### config.mk
export PLATFORM = sky130hd
export DESIGN_NAME = ltpi_div
export DESIGN_NICKNAME = d
export VERILOG_FILES = /design/src/hdl/line_time_piecewise_interp_defines.svh /design/src/hdl/ltpi_div.sv
export SDC_FILE = /design/constraint.sdc
export NUM_CORES = 1
export LEC_CHECK = 0
export BUFFER_PORTS_ARGS = -buffer_cell sky130_fd_sc_hd__buf_2
export CAP_MARGIN = 30
export CORE_UTILIZATION = 45
export DETAILED_ROUTE_END_ITERATION = 8
export PLACE_DENSITY = 0.71
export SLEW_MARGIN = 10
export SYNTH_ARGS = -nofsm -noshare
export SYNTH_HDL_FRONTEND = slang
export SYNTH_SLANG_ARGS = --single-unit
### constraint.sdc
create_clock -name clk_i -period 7.2 [get_ports clk_i]
set_clock_uncertainty 0.15 [all_clocks]
set_input_delay 0 -clock clk_i [delete_from_list [all_inputs] [get_ports clk_i]]
set_output_delay 0 -clock clk_i [all_outputs]
set_load 0.02 [all_outputs]
### src/hdl/line_time_piecewise_interp_defines.svh
// Assertion macros for the line/time interpolator
`ifndef LINE_TIME_PIECEWISE_INTERP_DEFINES_SVH
`define LINE_TIME_PIECEWISE_INTERP_DEFINES_SVH

// Property that must hold on every clock edge out of reset
`define LTPI_ASSERT(label, clk, rst_n, prop, msg) \
  label: assert property (@(posedge clk) disable iff (!rst_n) (prop)) else $error(msg);

// Implication that must hold in the cycle after its trigger
`define LTPI_ASSERT_NEXT(label, clk, rst_n, trig, prop, msg) \
  label: assert property (@(posedge clk) disable iff (!rst_n) (trig) |=> (prop)) \
    else $error(msg);

`endif

### src/hdl/ltpi_div.sv
// Unsigned restoring divider, one quotient bit per cycle: 128 / 32
module ltpi_div (
  input  logic         clk_i,
  input  logic         rst_ni,
  input  logic         start_i,
  input  logic [127:0] dividend_i,
  input  logic [31:0]  divisor_i,
  output logic         done_o,
  output logic [127:0] quot_o
);
  logic [127:0] quot_q, quot_d;
  logic [31:0]  rem_q, rem_d;
  logic [31:0]  dvs_q, dvs_d;
  logic [7:0]   cnt_q, cnt_d;
  logic         run_q, run_d, done_q, done_d;
  logic [32:0]  trial;
  logic [33:0]  diff;

  always_comb begin
    quot_d = quot_q;
    rem_d  = rem_q;
    dvs_d  = dvs_q;
    cnt_d  = cnt_q;
    run_d  = run_q;
    done_d = 1'b0;
    trial  = {rem_q, quot_q[127]};
    diff   = {1'b0, trial} - {2'b0, dvs_q};
    if (start_i) begin
      quot_d = dividend_i;
      rem_d  = '0;
      dvs_d  = divisor_i;
      cnt_d  = '0;
      run_d  = 1'b1;
    end else if (run_q) begin
      // partial remainder stays below the divisor, so 32 bits hold it
      if (!diff[33]) begin
        rem_d  = diff[31:0];
        quot_d = {quot_q[126:0], 1'b1};
      end else begin
        rem_d  = trial[31:0];
        quot_d = {quot_q[126:0], 1'b0};
      end
      cnt_d = cnt_q + 8'd1;
      if (cnt_q == 8'd127) begin
        run_d  = 1'b0;
        done_d = 1'b1;
      end
    end
  end

  always_ff @(posedge clk_i or negedge rst_ni) begin
    if (!rst_ni) begin
      run_q  <= 1'b0;
      done_q <= 1'b0;
      cnt_q  <= '0;
    end else begin
      run_q  <= run_d;
      done_q <= done_d;
      cnt_q  <= cnt_d;
    end
  end

  always_ff @(posedge clk_i) begin
    quot_q <= quot_d;
    rem_q  <= rem_d;
    dvs_q  <= dvs_d;
  end

  assign done_o = done_q;
  assign quot_o = quot_q;
endmodule

==> results of run 1 <==
cell type report:
cell class / instances / area [um2] / area share [%]
timing repair buffer: 460 / 3140 / 22.1
sequential: 202 / 5700 / 40.1
multi-input combinational: 515 / 4050 / 28.5
antenna: 2 / 5.00 / 0.0352
clock buffer: 38 / 723 / 5.09
clock inverter: 6 / 80.1 / 0.564
tap: 280 / 350 / 2.47
inverter: 43 / 164 / 1.15
cell families after synthesis:
family          synth area share, %
mux                            15.5
simple gates                   7.63
xor+xnor                       2.43
flops                          56.5
fa+ha+maj                      4.29
buf+inv                        3.40
compound gates                 10.3
report_power, final:
| part | switching [W] | total, W | internal, W |
|---|---|---|---|
| Sequential | 0.000122 | 0.00157 | 0.00145 |
| Combinational | 0.000796 | 0.00139 | 0.000592 |
| Clock | 0.000484 | 0.00121 | 0.000727 |
placed cells by master (no fill, tap or decap), types with 10 or more instances in the layout:
cell type and n:
clkbuf_16 24, a211oi_1 13, a21oi_1 39, edfxtp_1 160, xnor2_1 13, a21o_1 13, mux2i_1 11, ha_1 33
buf_2 290, nand2_1 46, dfrtp_1 10, mux2_2 128, nor2_1 64, dfxtp_1 32, inv_1 42, xor2_1 15
dlygate4sd3_1 163, nand4_1 10, o21ai_0 19
synth_stat cells (11+ instances only):
master    instances
xor2_1           15
mux2_2          128
nand2_1          46
buf_2            11
inv_1            43
ha_1             33
o21ai_0          19
a21oi_1          39
clkbuf_1         24
xnor2_1          13
dfxtp_1          32
a211oi_1         13
mux2i_1          11
nor2_1           64
edfxtp_1        160
a21o_1           13
worst max-delay path, stage by stage (launching register included):
cell and delay [ps]:
dfxtp_1 330, ha_1 370, a21o_1 200, a31oi_1 210
a211o_1 240, a31oi_4 120, nor3_4 660, buf_4 410
mux2_1 350, mux2i_1 140, nor2_1 50
per-stage QoR:
step	power, W	area, um2	std cells	util [%]
final	0.00417	14200	1546	64.9
after global routing	0.00439	14200	1544	64.9
after CTS	0.00417	14200	1544	64.9
after detailed placement	0.00288	11800	1337	53.8
after global placement	0.00287	11800	1337	53.8
after floorplan	0.00254	10100	801	-
registers in the layout, indices dropped and copies added, names as in the netlist:
name / count
dvs_q: 32
run_q: 1
rem_q: 32
done_o: 1
quot_o: 128
cnt_q: 8
layer usage:
metal	routed length (um)	global-route usage [%]	vias up
met5	18	0	-
met4	1680	14.1	2
met1	12200	31.0	3934
met3	1820	5.84	96
li1	-	-	3872
met2	15000	44.2	312
worst max-delay path by stage:
stage                                  end  slack (ps)  depth (start not counted)
finish              rem_q[11]$_SDFFE_PP0P_        3810                         10
global route        rem_q[11]$_SDFFE_PP0P_        3480                         11
CTS                 rem_q[11]$_SDFFE_PP0P_        3800                         11
detailed placement  rem_q[11]$_SDFFE_PP0P_        3830                         11
global placement    rem_q[11]$_SDFFE_PP0P_        3870                         11
floorplan              quot_o[0]$_DFFE_PP_        3250                          4
timing repair:
item	4_1_cts	5_1_grt
setup endpoints to repair	0	0
hold buffers	163	0
endpoints found under the hold margin	215	0
==> results.cfg, run 1 <==
[clock_tree]
numClockSinks = 202
clk_latency_ps = 530
cts_resized = 0
postCtsSetupRepairBufs = 0
cts-buffers-inserted = 24
cts_tree = done
h-tree-depth = 1
clk_pin_slew_ps = 60
cts_buffer_depth = 3
ctsRootBufferMaster = clkbuf_16

[die]
die_h_um = 152
io_pins = 292
num_rows = 54
die_w_um = 152
dieArea_mm2 = 0.0230
start_util_pct = 46.1
core-area_mm2 = 0.0219

[grt]
grt_pass1_wl_um = 45600
antenna_found_initial = 1
grt_pass1_vias = 8403
grt_max_degree = 78
grtUsageTotal_pct = 26.2
overflow = 0

[timing]
finalCriticalPeriod_ps = 3390
fmax_mhz = 295
whs_ps = 33.7
maxSlewHeadroom_pct = 36.4
max_slew.worst_pin.slew_ps = 955
worst_slack_ps = 3810
rsz0062_at_grt = no
slew_violations = 0
hold_viol = 0
final.setup.tns_ps = 0
setup_viol = 0
fin_crit_sh_pct = 47.1

[synth]
synth_sequential_area_ratio_pct = 56.5
synth-seq-cells = 202
synth_top_area_share_pct = 47.6
netlist_area_mm2 = 0.0101
synth.area.top_cells = edfxtp_1 (48%), mux2_2 (14%), dfxtp_1 (6.3%), ha_1 (4.1%), dfrtp_1 (2.5%)
synthCells = 801
syn_area_per_cell_um2 = 12.6
synth_warnings = 0
synth_edf_count = 160
ys_types = 69
synth.net_count = 998
async_flop_share_pct = 4.95
synth_top_cell_by_area = edfxtp_1
synthFlopType = edfxtp_1

[worst_hold_path]
hp-start = divisor_i[2]
worstHoldPathCells = 2
hold_path_end = dvs_q[2]$_DFFE_PP_
hold_path.class = in -> reg

[route]
drc = 0
drt-total-wl_um = 30700
ant_nets = 0
firstDrtPassIters = 4
num_vias = 8216
vias_per_cell = 5.31
drt_iter0_drc = 414
wl_per_cell_um = 19.9

[run]
maxCapViolCount = 0

[final_layout]
area_delta_synth_final_pct = 40.8
fillers = 1639
final_nets = 1443
drive_above_1_share_pct = 37.7

[setup_path]
r2r-start = rem_q[3]$_SDFFE_PP0P_
cp.required_ps = 7430
cp-start-kind = flop
ff2ff_setup_slack_ps = 3810
ff2ff_path_depth = 10
cp_max_fo = 23
crit_start = rem_q[3]$_SDFFE_PP0P_
reg2reg_to = rem_q[11]$_SDFFE_PP0P_
critical_path_class = reg -> reg
worst_ep_arrival_time_ps = 3620
critPathCaptureType = flop

[outcome]
status = finished, final reports clean

[place]
port_buffers = 291
post-place-ws_ps = 3830
gp_congestion = 0.905
hpwl_um = 19900

[power_and_ir_drop]
power_leakage_nw = 6.14
ir_worst_vdd_uv = 196
powerDensity_mw_per_mm2 = 294
Note: power is estimated with default switching activity, not from simulation.
==> inputs of run 2 (changes only) <==
- PLACE_DENSITY: 0.71 -> 0.74
- clock period: 7.2 -> 2.9 ns (I/O delays scaled with it)
==> run 2 against run 1 <==
Compared with the run above:
- utilization up 1.4 points
- highest routed layer is now met4
- wire length is 0.95% higher
- non-clock buffer count up 20
- total power grew to 2.6 times the previous value
- final cell count grew 1.3%
- critical path depth unchanged
- largest power group unchanged
- global-route usage up 0.14 points
- design area up 2.1%
- via count grew 2.6%
==> results.cfg, run 2 (same netlist as run 1, synthesis figures left out) <==
[final_layout]
final_nets = 1463
drive_above_1_share_pct = 40.1
final_common_cell = buf_2
largest_reg_flops = 128
mostFrequentLayoutCells = buf_2 (290), dlygate4sd3_1 (163), edfxtp_1 (160), mux2_2 (128), nor2_1 (63)
area_delta_synth_final_pct = 43.8
final_area_mm2 = 0.0145

[setup_path]
ff2ff_setup_slack_ps = 110
worst_ep_arrival_time_ps = 3080
cp_max_fo = 16
cp.required_ps = 3190
cp.depth = 10
r2r-start = dvs_q[21]$_DFFE_PP_
critPathCapture = rem_q[29]$_SDFFE_PP0P_
slowest_delay_ps = 390
crit_slowest_cell = ha_1
crit_start = dvs_q[21]$_DFFE_PP_
critPathCaptureType = flop
cpLargestDelayFamily = simple AND/OR/NAND/NOR gates
critical_path_class = reg -> reg
path_cells = inv_1 -> ha_1 -> nand4_2 -> nor4_4 -> nand3_2 -> a31oi_4 -> nor3_4 -> buf_12 -> or3b_1 -> a311oi_2
crit_buf_inv = 2
cp-start-kind = flop
reg2reg_to = rem_q[29]$_SDFFE_PP0P_
ff2ff_path_depth = 10

[timing]
fmax_mhz = 358
fin_crit_sh_pct = 96.3
max_slew.worst_pin.slew_ps = 781
rsz0062_at_grt = yes
finalCriticalPeriod_ps = 2790
final.setup.tns_ps = 0
maxSlewHeadroom_pct = 46.6
slew_violations = 0
setup_viol = 0
hold_viol = 0

[grt]
grtUsageTotal_pct = 26.3
antenna_found_initial = 2
grt_max_degree = 73
grt_pass1_vias = 8488
grt_pass1_wl_um = 46100
overflow = 0

[outcome]
status = finished, final reports clean

[power_and_ir_drop]
powerDensity_mw_per_mm2 = 737
p_int_w = 0.00704
p_switching_w = 0.00366
ir_worst_vdd_uv = 540
power_leakage_nw = 6.26
p_sw_share_pct = 34.2
power_frac_seq_pct = 36.6
comb_power_share_pct = 35.1
clockPowerShare_pct = 28.3

[run]
maxCapViolCount = 0

[route]
drt_iter0_drc = 477
vias_per_cell = 5.38
num_vias = 8430
firstDrtPassIters = 5
drc = 0
ant_nets = 0
drt-total-wl_um = 31000
wl_per_cell_um = 19.8

[die]
die_w_um = 152
die_h_um = 152
start_util_pct = 46.1
dieArea_mm2 = 0.0230
core-area_mm2 = 0.0219
io_pins = 292
num_rows = 54

[clock_tree]
h-tree-depth = 1
clk_pin_slew_ps = 60
cts-buffers-inserted = 24
cts_tree = done
ctsRootBufferMaster = clkbuf_16
numClockSinks = 202
cts_buffer_depth = 3
clk_latency_ps = 530

[worst_hold_path]
worstHoldPathCells = 2
hold_path.class = in -> reg

[place]
port_buffers = 291
dpl_cell_area_mm2 = 0.0120
gp_congestion = 0.927
hpwl_um = 19300
run 2: changes by cell type in the layout (fill, tap and decap cells not counted), sizes merged:
cell / before / now
bufinv: 1 / 2
clkbuf: 38 / 30
inv: 43 / 42
clkinvlp: 0 / 4
buf: 297 / 317
clkinv: 5 / 9
run 2: power groups by stage:
stage	logic, W	registers, W	clock network [W]
6_report	0.00375	0.00392	0.00303
2_1_floorplan	0.00218	0.00413	0
5_1_grt	0.00407	0.00396	0.00318
3_5_place_dp	0.00343	0.00394	0
4_1_cts	0.00363	0.00389	0.00304
3_3_place_gp	0.00338	0.00393	0
run 2: per-layer routing:
layer	wire length [um]	global-route usage [%]	vias to the layer above
li1	-	-	3911
met1	11900	31.1	4060
met2	15700	46.3	371
met3	2060	5.78	88
met4	1320	10.4	0
met5	0	0	-
run 2: layout make-up:
type | count | area (um2)
multi-input cells | 515 | 4150
inverters | 43 | 165
fillers | 1600 | 7380
clock inverters | 14 | 141
repair buffers | 480 | 3360
clock buffers | 30 | 643
flip-flops and latches | 202 | 5700
well taps | 280 | 350
diodes | 2 | 5.00
run 2: how the worst min path moves through the flow:
stage                       start                   end  slack, ps
CTS                 divisor_i[19]   dvs_q[19]$_DFFE_PP_         30
global placement           rst_ni      done_o$_DFF_PN0_       -270
global route         divisor_i[2]    dvs_q[2]$_DFFE_PP_         40
finish               divisor_i[4]    dvs_q[4]$_DFFE_PP_         40
floorplan                  rst_ni  cnt_q[0]$_DFFE_PN0P_       -450
detailed placement         rst_ni      done_o$_DFF_PN0_       -260
run 2: timing repair:
item                                    in CTS  in global routing
hold buffers                               163                  0
hold endpoints to repair                   191                  0
endpoints found under the setup margin       5                 17
resized for setup                            4                 13
pin swaps                                    2                  5
setup buffers                                1                  0
run 2: worst register-to-register path: stages (launching register included):
cell	delay (ps)
edfxtp_1	350
inv_1	60
ha_1	390
nand4_2	190
nor4_4	380
nand3_2	140
a31oi_4	200
nor3_4	80
buf_12	170
or3b_1	390
a311oi_2	230
run 2: through the flow:
stage	power, W	util, %	hold slack (ps)	setup slack, ps	std cells
floorplan	0.00631	-	-446	-318	801
global placement	0.00731	54.8	-267	61.8	1356
detailed placement	0.00737	54.8	-263	-80.6	1356
CTS	0.0106	65.9	31.8	12.4	1564
global route	0.0112	66.3	38.3	-64.5	1566
finish	0.0107	66.3	42.3	107	1566
